### config.mk
export PLATFORM = sky130hd
export DESIGN_NAME = sbcr_div
export DESIGN_NICKNAME = d
export VERILOG_FILES = /design/src/rtl/sbcr_pkg.sv /design/src/rtl/sbcr_div.sv
export SDC_FILE = /design/constraint.sdc
export NUM_CORES = 1
export LEC_CHECK = 0
export BUFFER_PORTS_ARGS = -buffer_cell sky130_fd_sc_hd__buf_2
export CAP_MARGIN = 15
export CORE_UTILIZATION = 40
export CTS_CLUSTER_SIZE = 40
export DETAILED_ROUTE_END_ITERATION = 12
export SETUP_SLACK_MARGIN = 0.3
export SYNTH_ARGS = -nofsm -noshare
export SYNTH_HDL_FRONTEND = slang
export SYNTH_SLANG_ARGS = --single-unit
### constraint.sdc
create_clock -name clk -period 13 [get_ports clk]
set_input_delay 1.3 -clock clk [delete_from_list [all_inputs] [get_ports clk]]
set_output_delay 1.3 -clock clk [all_outputs]
set_load 0.005 [all_outputs]
### src/rtl/sbcr_pkg.sv
// ----------------------------------------------------------------------------
// sbcr_pkg
// Shared types, codes and constants of the swept box collision resolver.
// ----------------------------------------------------------------------------
`default_nettype none

package sbcr_pkg;

  localparam int DW = 24;
  localparam int PW = 32;
  localparam int TW = 19;
  localparam int QB = 18;
  localparam int TOL_W = 16;
  localparam int CNT_W = 7;

  localparam int DEF_MAX_SOLIDS = 64;
  localparam int DEF_MAX_SWEEPS = 4;

  localparam logic signed [TW-1:0] T_ONE = 19'sd65536;
  localparam logic signed [TW-1:0] T_MIN = -19'sd262144;
  localparam logic signed [TW-1:0] T_MAX = 19'sd262143;

  localparam logic signed [PW-1:0] POS_HI = 32'sd8388607;
  localparam logic signed [PW-1:0] POS_LO = -32'sd8388608;

  localparam logic [1:0] KIND_LOAD  = 2'd0;
  localparam logic [1:0] KIND_MOVE  = 2'd1;
  localparam logic [1:0] KIND_QUERY = 2'd2;

  localparam logic [1:0] ST_OK       = 2'd0;
  localparam logic [1:0] ST_BAD_SIZE = 2'd1;
  localparam logic [1:0] ST_OVERLAP  = 2'd2;

  localparam logic [1:0] CFG_SOLID_COUNT = 2'd0;
  localparam logic [1:0] CFG_TIME_TOL    = 2'd1;
  localparam logic [1:0] CFG_GROUND_TOL  = 2'd2;

  typedef struct packed {
    logic        [1:0]    kind;
    logic        [5:0]    solid_index;
    logic signed [DW-1:0] rect_x;
    logic signed [DW-1:0] rect_y;
    logic signed [DW-1:0] rect_w;
    logic signed [DW-1:0] rect_h;
    logic signed [DW-1:0] move_dx;
    logic signed [DW-1:0] move_dy;
  } req_t;

  typedef struct packed {
    logic        [1:0]    status;
    logic signed [DW-1:0] new_x;
    logic signed [DW-1:0] new_y;
    logic                 hit_floor;
    logic                 hit_ceiling;
    logic                 hit_left_wall;
    logic                 hit_right_wall;
    logic                 grounded;
  } rsp_t;

  typedef struct packed {
    logic signed [DW-1:0] x;
    logic signed [DW-1:0] y;
    logic signed [DW-1:0] w;
    logic signed [DW-1:0] h;
  } solid_t;

  function automatic logic signed [DW-1:0] sat24(input logic signed [PW-1:0] v);
    logic signed [PW-1:0] r;
    r = v;
    if (v > POS_HI) r = POS_HI;
    if (v < POS_LO) r = POS_LO;
    return r[DW-1:0];
  endfunction

endpackage

`default_nettype wire

### src/rtl/sbcr_div.sv
// ----------------------------------------------------------------------------
// sbcr_div
// Iterative time divider: (num * 65536) / den, truncated toward zero and
// saturated to the signed Q2.16 time range. One quotient bit per cycle.
// ----------------------------------------------------------------------------
`default_nettype none

module sbcr_div (
  input  logic                              clk,
  input  logic                              rst,
  input  logic                              start,
  input  logic signed [sbcr_pkg::PW-1:0]    num,
  input  logic signed [sbcr_pkg::DW-1:0]    den,
  output logic                              done,
  output logic signed [sbcr_pkg::TW-1:0]    quo
);
  import sbcr_pkg::*;

  localparam int KW = $clog2(QB);

  logic          busy;
  logic [KW-1:0] cnt;
  logic          neg;
  logic [DW-1:0] dmag;
  logic [DW-1:0] rem;
  logic [QB-1:0] nbits;
  logic [QB-1:0] q;

  logic [PW-1:0] nmag_c;
  logic [DW-1:0] dmag_c;
  logic [DW:0]   r2;
  logic [DW:0]   r2s;
  logic          qbit;
  logic [QB-1:0] qn;
  logic          sat;

  always_comb begin
    nmag_c = num[PW-1] ? PW'(-num) : PW'(num);
    dmag_c = den[DW-1] ? DW'(-den) : DW'(den);
    sat    = nmag_c >= PW'({dmag_c, 2'b00});
    r2     = {rem, nbits[QB-1]};
    qbit   = r2 >= {1'b0, dmag};
    r2s    = r2 - {1'b0, dmag};
    qn     = {q[QB-2:0], qbit};
  end

  always_ff @(posedge clk) begin
    if (rst) begin
      busy <= 1'b0;
      done <= 1'b0;
    end else begin
      done <= 1'b0;
      if (busy) begin
        rem   <= qbit ? r2s[DW-1:0] : r2[DW-1:0];
        q     <= qn;
        nbits <= {nbits[QB-2:0], 1'b0};
        cnt   <= cnt + KW'(1);
        if (cnt == KW'(QB - 1)) begin
          busy <= 1'b0;
          done <= 1'b1;
          quo  <= neg ? -TW'({1'b0, qn}) : TW'({1'b0, qn});
        end
      end else if (start) begin
        neg  <= num[PW-1] ^ den[DW-1];
        dmag <= dmag_c;
        if (sat) begin
          quo  <= (num[PW-1] ^ den[DW-1]) ? T_MIN : T_MAX;
          done <= 1'b1;
        end else begin
          rem   <= nmag_c[DW+1:2];
          nbits <= {nmag_c[1:0], {(QB-2){1'b0}}};
          q     <= '0;
          cnt   <= '0;
          busy  <= 1'b1;
        end
      end
    end
  end

endmodule

`default_nettype wire

==> results.toml, run 1 <==
[outcome]
status = "finished, final reports clean"

[grt]
grt_pass1_vias = 5061
overflow = 0
antenna_found_initial = 0
grt_pass1_wl_um = 24330
track_usage = 0.1683
grt_max_degree = 86

[place]
hpwl_um = 11200
gp_congestion = 0.7972
io_buffer_count = 78

[logic_synthesis]
synthCells = 731
synth_area_um2 = 7010
synth_area_leader_cell = "edfxtp_1"
synth_cell_types = 60
synthFlopType = "edfxtp_1"
synth.avg_cell_area_um2 = 9.590
ys_top_cells_by_count = "edfxtp_1 (92), a21oi_1 (60), inv_1 (60)"
ys_seq_elements = 94
async_flop_share = 0
yosysMostFrequentCell = "edfxtp_1"
synth_nets = 845
synth_edf_count = 92
yosysSeqAreaShare = 0.3998
synth_area_leaders = "edfxtp_1 (39%), ha_1 (9.6%), xnor2_1 (5.7%)"
netlist.area_leader.share = 0.3941
synth_warnings = 0

[power_and_ir_drop]
total_leakage_power_uw = 0.003312
ir_worst_vdd_v = 0.00005273
clockPowerShare = 0.349
powerDensity_nw_per_um2 = 95.63
p_sw_uw = 202.2
switching_share = 0.2663
internal_power_uw = 557.1
pwr-share-comb = 0.193
p_seq_frac = 0.458

[timing]
rsz0062_at_grt = "no"
fin_hold_ws_ns = 0.5613
finalCritPeriodShare = 0.4529
slew_violations = 0
finalSetupViolCount = 0
slew_headroom = 0.4640
max_freq_mhz = 169.8
hold_violations = 0
fin_skew_ns = 0.006224
tns_ns = 0
max_slew.worst_pin.slew_ns = 0.8039
post-route-min-period_ns = 5.888

[detailed_routing]
vias_per_cell = 5.157
drc = 0
dr.first_iter.drc_count = 339
wl_per_cell_um = 14.11
drt-pass1-iter-count = 4
num_vias = 5317
postRouteAntennaNets = 0
wl_um = 14550

[worst_setup_path]
worstPathCellList = "buf_2 -> or4_1 -> nor3_1 -> nand2b_1 -> nor2_1 -> nand3_1 -> or4_1 -> or4b_2 -> ha_1 -> a21oi_1 -> o21ai_0 -> or4_1 -> a41o_1 -> o22ai_4 -> buf_4"
arrival_ns = 5.86
cp_common_cell = "or4_1"
end_kind = "flop"
crit_start = "den[5]"
crit_path_max_incr_delay_ns = 0.71
crit_fanout = 44
cpMaxStageDelayCell = "or4b_2"
required_ns = 12.98
r2r_start = "rem[9]"
start_kind = "primary input"
critPathTopFamily = "simple AND/OR/NAND/NOR gates"
worstSetupPathType = "primary input to flop"
path_buf_inv = 2

[floorplan]
io_pins = 79
fp.coreArea_um2 = 17180
rows = 48
initial_core_util = 0.4081
fp.dieW_um = 134.4
die-area_um2 = 18060
die_h_um = 134.4

[finish]
finalNetCount = 915
num_antenna_cells = 0
layout-drive-gt1-share = 0.1402
final_util = 0.4623
fillers = 1696
syn2layout_area_growth_pct = 13.26

[cts]
htree_levels = 3
post_cts_buffers = 0
tritoncts = "yes"
cts_hold_buf = 0
clk_latency_ns = 0.34
cts_resized = 0
clk_pin_slew_ns = 0.07
cts_buffers = 9
clk_path_buf_depth = 2
cts-root-buf = "clkbuf_16"
clock-sinks = 94

[run]
maxCapViolCount = 0

[min_path]
min_from = "nbits[16]"
hold_class = "flop to flop"
[metal layers]
metal  share of wire  vias to the layer above  GRT usage  wire length (µm)
met4          0.0091                        0    0.04245               133
met2            0.42                      118     0.2683              6161
met5               0                        -          0                 0
met3           0.035                       10    0.02343               509
li1                -                     2797          -                 -
met1            0.53                     2392     0.2395              7742
[worst reg2reg max path, cell delays in order, from the launching register on]
cell and delay, ns:
edfxtp_1 0.39, ha_1 0.34, a21o_1 0.21, a21o_1 0.17
a21o_1 0.22, a221o_1 0.37, a211oi_1 0.38, a21oi_4 0.09
inv_1 0.23, ha_1 0.23, nand2b_1 0.12, or3_1 0.42
o31ai_1 0.26, xor2_1 0.20, a21oi_1 0.09
[flip-flops by register name, summed over array words and instances (netlist names)]
signal  count
dmag       24
rem        24
q          17
quo        19
busy        1
cnt         5
done        1
neg         1
nbits       2
[power groups by stage]
stage               sequential (µW)  combinational [µW]  clock, µW
finish                          348                 146        265
floorplan                       355                 102          0
CTS                             348                 147        272
global route                    349                 167        284
global placement                355                 145          0
detailed placement              355                 146          0
[metrics by stage]
step / setup WS [ns] / total power (µW) / cell area [µm²] / cells
after floorplan: 6.651 / 456.1 / 7010 / 731
after global placement: 6.838 / 499.8 / 7644 / 1015
after detailed placement: 6.730 / 501.2 / 7644 / 1015
after CTS: 7.084 / 767.0 / 7940 / 1031
after global routing: 6.787 / 799.3 / 7940 / 1031
final: 7.112 / 759.3 / 7940 / 1031
[cell families (layout without fill, tap and decap cells)]
logic type / Yosys count / after routing / share of synthesized area
simple gates: 206 / 206 / 0.1544
fa+ha+maj: 55 / 55 / 0.09923
buf+inv: 84 / 159 / 0.04623
mux: 10 / 10 / 0.01446
flops: 94 / 94 / 0.3998
compound gates: 198 / 198 / 0.1810
xor+xnor: 84 / 84 / 0.1049
[placed cells by master (no fill, tap or decap), drive strengths merged, types with 8 or more instances in the layout]
master	netlist	final
nor3	12	12
a21oi	60	60
buf	7	83
xor2	38	38
and2	22	22
nor2	49	49
or4	11	11
a21o	23	23
xnor2	46	46
o21ai	42	42
nand2b	13	13
nand3	10	10
o31ai	20	20
ha	54	54
inv	60	62
or3	9	9
mux2i	9	9
nand2	47	47
edfxtp	92	92
clkbuf	17	9
a31oi	8	8
[final timing paths]
check	endpoint	slack, ns	depth (start not counted)
max	rem[9]	7.11	15
min	nbits[17]	0.56	2
max reg2reg	quo[14]	9.01	14
min reg2reg	nbits[17]	0.56	2
[final cells by class]
type | count | area [µm²] | share of cell area
well taps | 225 | 281.5 | 0.03546
multi-input cells | 553 | 3905 | 0.4918
clock buffers | 9 | 225.2 | 0.02836
flip-flops and latches | 94 | 2804 | 0.3531
inverters | 60 | 225.2 | 0.02836
repair buffers | 83 | 427.9 | 0.05389
clock inverters | 7 | 71.32 | 0.008982
(Power assumes the default switching activity.)
==> run 2: changes to the inputs <==
--- a/config.mk
+++ b/config.mk
@@ -5,6 +5,7 @@
 export SDC_FILE = /design/constraint.sdc
 export NUM_CORES = 1
 export LEC_CHECK = 0
+export ABC_AREA = 1
 export BUFFER_PORTS_ARGS = -buffer_cell sky130_fd_sc_hd__buf_2
 export CAP_MARGIN = 15
 export CORE_UTILIZATION = 40
==> constraint.sdc (replaced) <==
create_clock -name clk -period 4.9 [get_ports clk]
set_input_delay 0.49 -clock clk [delete_from_list [all_inputs] [get_ports clk]]
set_output_delay 0.49 -clock clk [all_outputs]
set_load 0.005 [all_outputs]
==> run 2 against run 1 <==
Combinational power rose to 3.0 times the previous value. Power increased to 2.7 times the previous value. Routed wire length up 27%. Cell count up 34%. First-iteration DRC count increased by 7.4%. Synthesized area up 12%. Largest power group unchanged.
==> results.toml, run 2 <==
[outcome]
status = "finished, final reports clean"

[detailed_routing]
postRouteAntennaNets = 0
wl_per_cell_um = 13.40
drc = 0
dr.first_iter.drc_count = 364
wl_um = 18490
num_vias = 6656
drt-pass1-iter-count = 6
vias_per_cell = 4.827

[floorplan]
fp.coreArea_um2 = 18960
die_h_um = 141.9
rows = 50
initial_core_util = 0.4129
fp.dieW_um = 141.9
io_pins = 79
die-area_um2 = 20130

[logic_synthesis]
synth_area_um2 = 7828
async_flop_share = 0
netlist.area_leader.share = 0.3529
synth_warnings = 0
yosysMostFrequentCell = "nand2_1"
synth_nets = 1152
synth_area_leader_cell = "edfxtp_1"
ys_top_cells_by_count = "nand2_1 (250), inv_1 (175), nor2_1 (103)"
ys_seq_elements = 94
synthFlopType = "edfxtp_1"
synth.avg_cell_area_um2 = 7.541
synth_area_leaders = "edfxtp_1 (35%), nand2_1 (12%), ha_1 (8.6%)"
yosysSeqAreaShare = 0.3581
synthCells = 1038
synth_edf_count = 92
synth_cell_types = 50

[cts]
clk_pin_slew_ns = 0.07
clock-sinks = 94
cts_resized = 0
cts_hold_buf = 0
clk_latency_ns = 0.36
cts_buffers = 9
post_cts_buffers = 0
clk_path_buf_depth = 2
cts-root-buf = "clkbuf_16"
htree_levels = 3
tritoncts = "yes"

[grt]
track_usage = 0.1934
antenna_found_initial = 0
grt_pass1_vias = 6284
grt_max_degree = 48
grt_pass1_wl_um = 30650
overflow = 0

[worst_setup_path]
reg2reg_slack_ns = 1.16
worstSetupPathType = "primary input to flop"
r2r-end = "quo[16]"
reg2reg_depth = 18
end_kind = "flop"
arrival_ns = 3.76
start_kind = "primary input"
r2r_start = "rem[9]"
crit_start = "den[6]"
crit_fanout = 19
required_ns = 4.82

[timing]
fin_ws_ns = 1.059
finalSetupViolCount = 0
post-route-min-period_ns = 3.841
fin_skew_ns = 0.01432
max_freq_mhz = 260.4
finalCritPeriodShare = 0.7838
tns_ns = 0
slew_headroom = 0.4540
rsz0062_at_grt = "no"
max_slew.worst_pin.slew_ns = 0.8171
hold_violations = 0
slew_violations = 0
fin_hold_ws_ns = 0.3827

[power_and_ir_drop]
total_leakage_power_uw = 0.004182
powerDensity_nw_per_um2 = 232.6
ir_worst_vdd_v = 0.0001716

[min_path]
min_from = "den[0]"
hold_class = "primary input to flop"
worstHoldPathCells = 1
hold-path-endpoint = "dmag[0]"

[run]
maxCapViolCount = 0

[place]
hpwl_um = 14650
gp_congestion = 0.9330
pre_cts_ws_ns = 0.6808
io_buffer_count = 78

[finish]
syn2layout_area_growth_pct = 12.20
finalNetCount = 1228
num_antenna_cells = 0
seqCellArea_um2 = 2804
final_cell_mix = "nand2_1 (249), inv_1 (175), nor2_1 (103)"
multi_input_area_um2 = 4250
layout-drive-gt1-share = 0.1314
top_regs = "dmag x24, rem x24, quo x19"
fillers = 1949
final_common_cell = "nand2_1"
## run 2: changes by cell type in the layout (fill, tap and decap cells not counted), moves of 11 or more
cell and delta:
nor2_1 +55, xor2_1 +11, a21oi_1 -24, inv_1 +115, and2_1 -22, xnor2_1 -30
o21ai_1 +33, nand2_1 +202, o31ai_1 -16, a21o_1 -19, nand2b_1 -13, nand3_1 +44
## run 2: worst max-delay path by stage
stage / slack (ns) / cells past startpoint / end
after floorplan: 0.75 / 23 / cnt[0]
after global placement: 0.78 / 25 / quo[0]
after detailed placement: 0.68 / 25 / quo[2]
after CTS: 1.05 / 25 / quo[16]
after global routing: 0.49 / 22 / quo[16]
final: 1.06 / 22 / quo[16]
## run 2: routing by layer
metal  global-route usage  vias up  wire length [µm]
li1                     -     3536                 -
met1               0.2819     2938              9607
met2               0.3002      165              7880
met3              0.02261       17               731
met4              0.05490        0               266
met5                    0        -                 0
## run 2: final cells by class
class,instances,share of cell area
multi-input cells,746,0.4840
flip-flops and latches,94,0.3193
inverters,179,0.07651
repair buffers,84,0.05100
well taps,260,0.03704
clock buffers,10,0.02607
clock inverters,6,0.006126
## run 2: power by group
part | internal, µW | switching, µW | leakage (µW)
registers | 916 | 8.39 | 0.000877
clock network | 354 | 328 | 0.000136
logic | 163 | 274 | 0.00317
## run 2: worst max-delay path: stages
cell and delay, ns:
buf_2 0.12, nor3_1 0.21, nand3_1 0.15, nor2_1 0.12
nand3_1 0.10, nor3_1 0.29, nand2_1 0.09, nand2_1 0.10
o21ai_0 0.11, xor2_1 0.21, inv_1 0.07, ha_1 0.30
a21oi_1 0.14, o21a_1 0.13, nor2_1 0.04, nor3_1 0.12
a21boi_0 0.19, nand2_1 0.09, nand2_1 0.08, nand2_1 0.05
nand2_1 0.07, nand2_1 0.48
## run 2: through the flow
stage	utilization	area, µm²	instances	power [µW]
6_report	0.4633	8782	1379	2043
2_1_floorplan	-	7828	1038	1249
5_1_grt	0.4633	8782	1379	2149
3_5_place_dp	0.4484	8499	1363	1378
4_1_cts	0.4633	8782	1379	2059
3_3_place_gp	0.4484	8499	1363	1375
## run 2: cell families after synthesis
family,Yosys count,synth area share
AOI/OAI and AO/OA,146,0.1111
xor gates and xnor gates,65,0.07273
adders and majority gates,55,0.08888
buffers and inverters,198,0.09990
DFF,94,0.3581
and+or+nand+nor,480,0.2693
==> run 3: changes to the inputs <==
--- a/config.mk
+++ b/config.mk
@@ -5,7 +5,7 @@
 export SDC_FILE = /design/constraint.sdc
 export NUM_CORES = 1
 export LEC_CHECK = 0
-export ABC_AREA = 1
+export ABC_AREA = 0
 export BUFFER_PORTS_ARGS = -buffer_cell sky130_fd_sc_hd__buf_2
 export CAP_MARGIN = 15
 export CORE_UTILIZATION = 40
==> constraint.sdc (replaced) <==
create_clock -name clk -period 3.4 [get_ports clk]
set_input_delay 0.34 -clock clk [delete_from_list [all_inputs] [get_ports clk]]
set_output_delay 0.34 -clock clk [all_outputs]
set_load 0.005 [all_outputs]
==> run 3 against run 2 <==
The flow now finishes with violations (setup timing). Critical path depth down 4. Clock power is 46% higher. Die area down 10%. Routed wire length down 1.3%. Non-clock buffer count grew 144. Worst hold slack got worse by 0.088 ns. Power up 52%. Global-route usage is 0.54 points higher. Combinational power is 78% higher. Clock skew down 0.0078 ns. Utilization is 10 points higher. Largest power group unchanged.
==> results.toml, run 3 (same netlist as run 1, synthesis figures left out) <==
[worst_setup_path]
cpMaxStageDelayCell = "or4_4"
worstSetupPathType = "primary input to flop"
path_buf_inv = 3
required_ns = 3.46
start_kind = "primary input"
r2r_start = "rem[9]"
reg2reg_slack_ns = 0.02
end_kind = "flop"
worstPathCellList = "buf_6 -> or4_4 -> nor3_4 -> nand2b_1 -> nor2_2 -> nand3_2 -> or4_4 -> o41a_1 -> xnor2_2 -> ha_1 -> a21o_1 -> a211o_1 -> a211oi_2 -> o21ai_1 -> a41o_2 -> o22ai_4 -> buf_6 -> buf_12"
crit_path_max_incr_delay_ns = 0.54
reg2reg_depth = 14
r2r-end = "quo[14]"
arrival_ns = 4.31
critPathTopFamily = "compound AO/OA/AOI/OAI gates"
crit_fanout = 18

[place]
gp_congestion = 0.8208
io_buffer_count = 78
hpwl_um = 13000
pre_cts_ws_ns = -1.328

[outcome]
status = "finished, violations left"
violations = "setup timing"

[timing]
finalSetupViolCount = 69
rsz0062_at_grt = "yes"
finalCritPeriodShare = 1.251
max_slew.worst_pin.slew_ns = 1.308
fin_skew_ns = 0.006469
slew_headroom = 0.1277
post-route-min-period_ns = 4.253
hold_violations = 0
fin_hold_ws_ns = 0.2943
max_freq_mhz = 235.1
fin_ws_ns = -0.8532
slew_violations = 0
tns_ns = -52.82

[power_and_ir_drop]
clockPowerShare = 0.320
switching_share = 0.2672
pwr-share-comb = 0.250
ir_worst_vdd_v = 0.0001857
total_leakage_power_uw = 0.004170
p_sw_uw = 831.6
internal_power_uw = 2280
p_seq_frac = 0.430
powerDensity_nw_per_um2 = 320.5

[finish]
syn2layout_area_growth_pct = 38.48
finalNetCount = 1063
num_antenna_cells = 0
top_regs = "dmag x24, rem x24, quo x19"
layout-drive-gt1-share = 0.3218
final_util = 0.5652
final_common_cell = "buf_4"
final_cell_mix = "buf_4 (130), edfxtp_1 (92), buf_2 (76)"

[detailed_routing]
dr.first_iter.drc_count = 385
wl_um = 18240
postRouteAntennaNets = 0
wl_per_cell_um = 15.47
num_vias = 6112
drc = 0
vias_per_cell = 5.184
drt-pass1-iter-count = 4

[cts]
clk_pin_slew_ns = 0.07
cts_hold_buf = 0
clk_latency_ns = 0.35
htree_levels = 3
cts_buffers = 9
cts-root-buf = "clkbuf_16"
clk_path_buf_depth = 2
tritoncts = "yes"
clock-sinks = 94

[min_path]
hold-path-endpoint = "dmag[0]"
worstHoldPathCells = 2
hold_class = "primary input to flop"
min_from = "den[0]"

[floorplan]
rows = 48
fp.coreArea_um2 = 17180
initial_core_util = 0.4081
io_pins = 79
fp.dieW_um = 134.4
die-area_um2 = 18060
die_h_um = 134.4

[grt]
grt_pass1_wl_um = 28550
antenna_found_initial = 0
grt_pass1_vias = 5980
grt_max_degree = 51
track_usage = 0.1988
overflow = 0

[run]
maxCapViolCount = 0
## run 3: cell count changes in the layout (fill, tap and decap cells not counted), moves of 29 or more
cell | previous run | this run
nand3_1 | 54 | 9
xnor2_1 | 16 | 45
nor2_1 | 103 | 47
buf_4 | 5 | 130
inv_1 | 175 | 57
nand2_1 | 249 | 43
## run 3: worst max path at each step
| stage | start | to | slack (ns) | cells after the start |
|---|---|---|---|---|
| 2_1_floorplan | den[5] | cnt[0] | -1.36 | 15 |
| 3_3_place_gp | den[5] | rem[3] | -1.21 | 17 |
| 3_5_place_dp | den[5] | rem[3] | -1.33 | 17 |
| 4_1_cts | den[5] | rem[3] | -0.84 | 18 |
| 5_1_grt | den[5] | q[10] | -1.05 | 18 |
| 6_report | den[5] | q[13] | -0.85 | 18 |
## run 3: layer usage
metal | wire length [µm] | vias up | GRT usage
met4 | 323 | 0 | 0.06554
met2 | 8875 | 152 | 0.3446
met5 | 0 | - | 0
li1 | - | 3096 | -
met1 | 8350 | 2840 | 0.2575
met3 | 687 | 24 | 0.02268
## run 3: power groups by stage
stage,clock network [µW],logic (µW),registers [µW]
finish,996,778,1340
global route,1050,866,1340
CTS,1010,739,1340
detailed placement,0,701,1360
global placement,0,678,1360
floorplan,0,397,1360
## run 3: through the flow
step                      cells  cell area [µm²]  total power, µW
after floorplan             731             7142             1753
after global placement     1134             8676             2036
after detailed placement   1134             8676             2060
after CTS                  1163             9370             3087
after global routing       1179             9708             3256
final                      1179             9708             3112
## run 3: layout make-up
class	count	area [µm²]
Fill cell	1475	7468
Multi-Input combinational cell	556	4353
Sequential cell	94	2804
Timing Repair Buffer	228	1747
Tap cell	225	281.5
Inverter	60	232.7
Clock buffer	10	229.0
Clock inverter	6	61.31
## run 3: worst reg2reg max path: stages, from the launching register on
cell      delay (ns)
edfxtp_1        0.43
ha_4            0.28
a21o_1          0.17
a21o_1          0.15
a21o_1          0.18
a221o_1         0.34
a211oi_2        0.29
a21oi_4         0.12
clkinv_4        0.07
ha_4            0.14
nand2b_4        0.06
or3_4           0.40
o31ai_4         0.21
xor2_1          0.19
a21oi_1         0.09
## run 3: timing repair
| action | CTS | global route |
|---|---|---|
| resized for setup | 40 | 37 |
| pin swaps | 17 | 46 |
| buffers inserted | 7 | 11 |
| gates cloned | 6 | 5 |
| setup endpoints to repair | 107 | 108 |
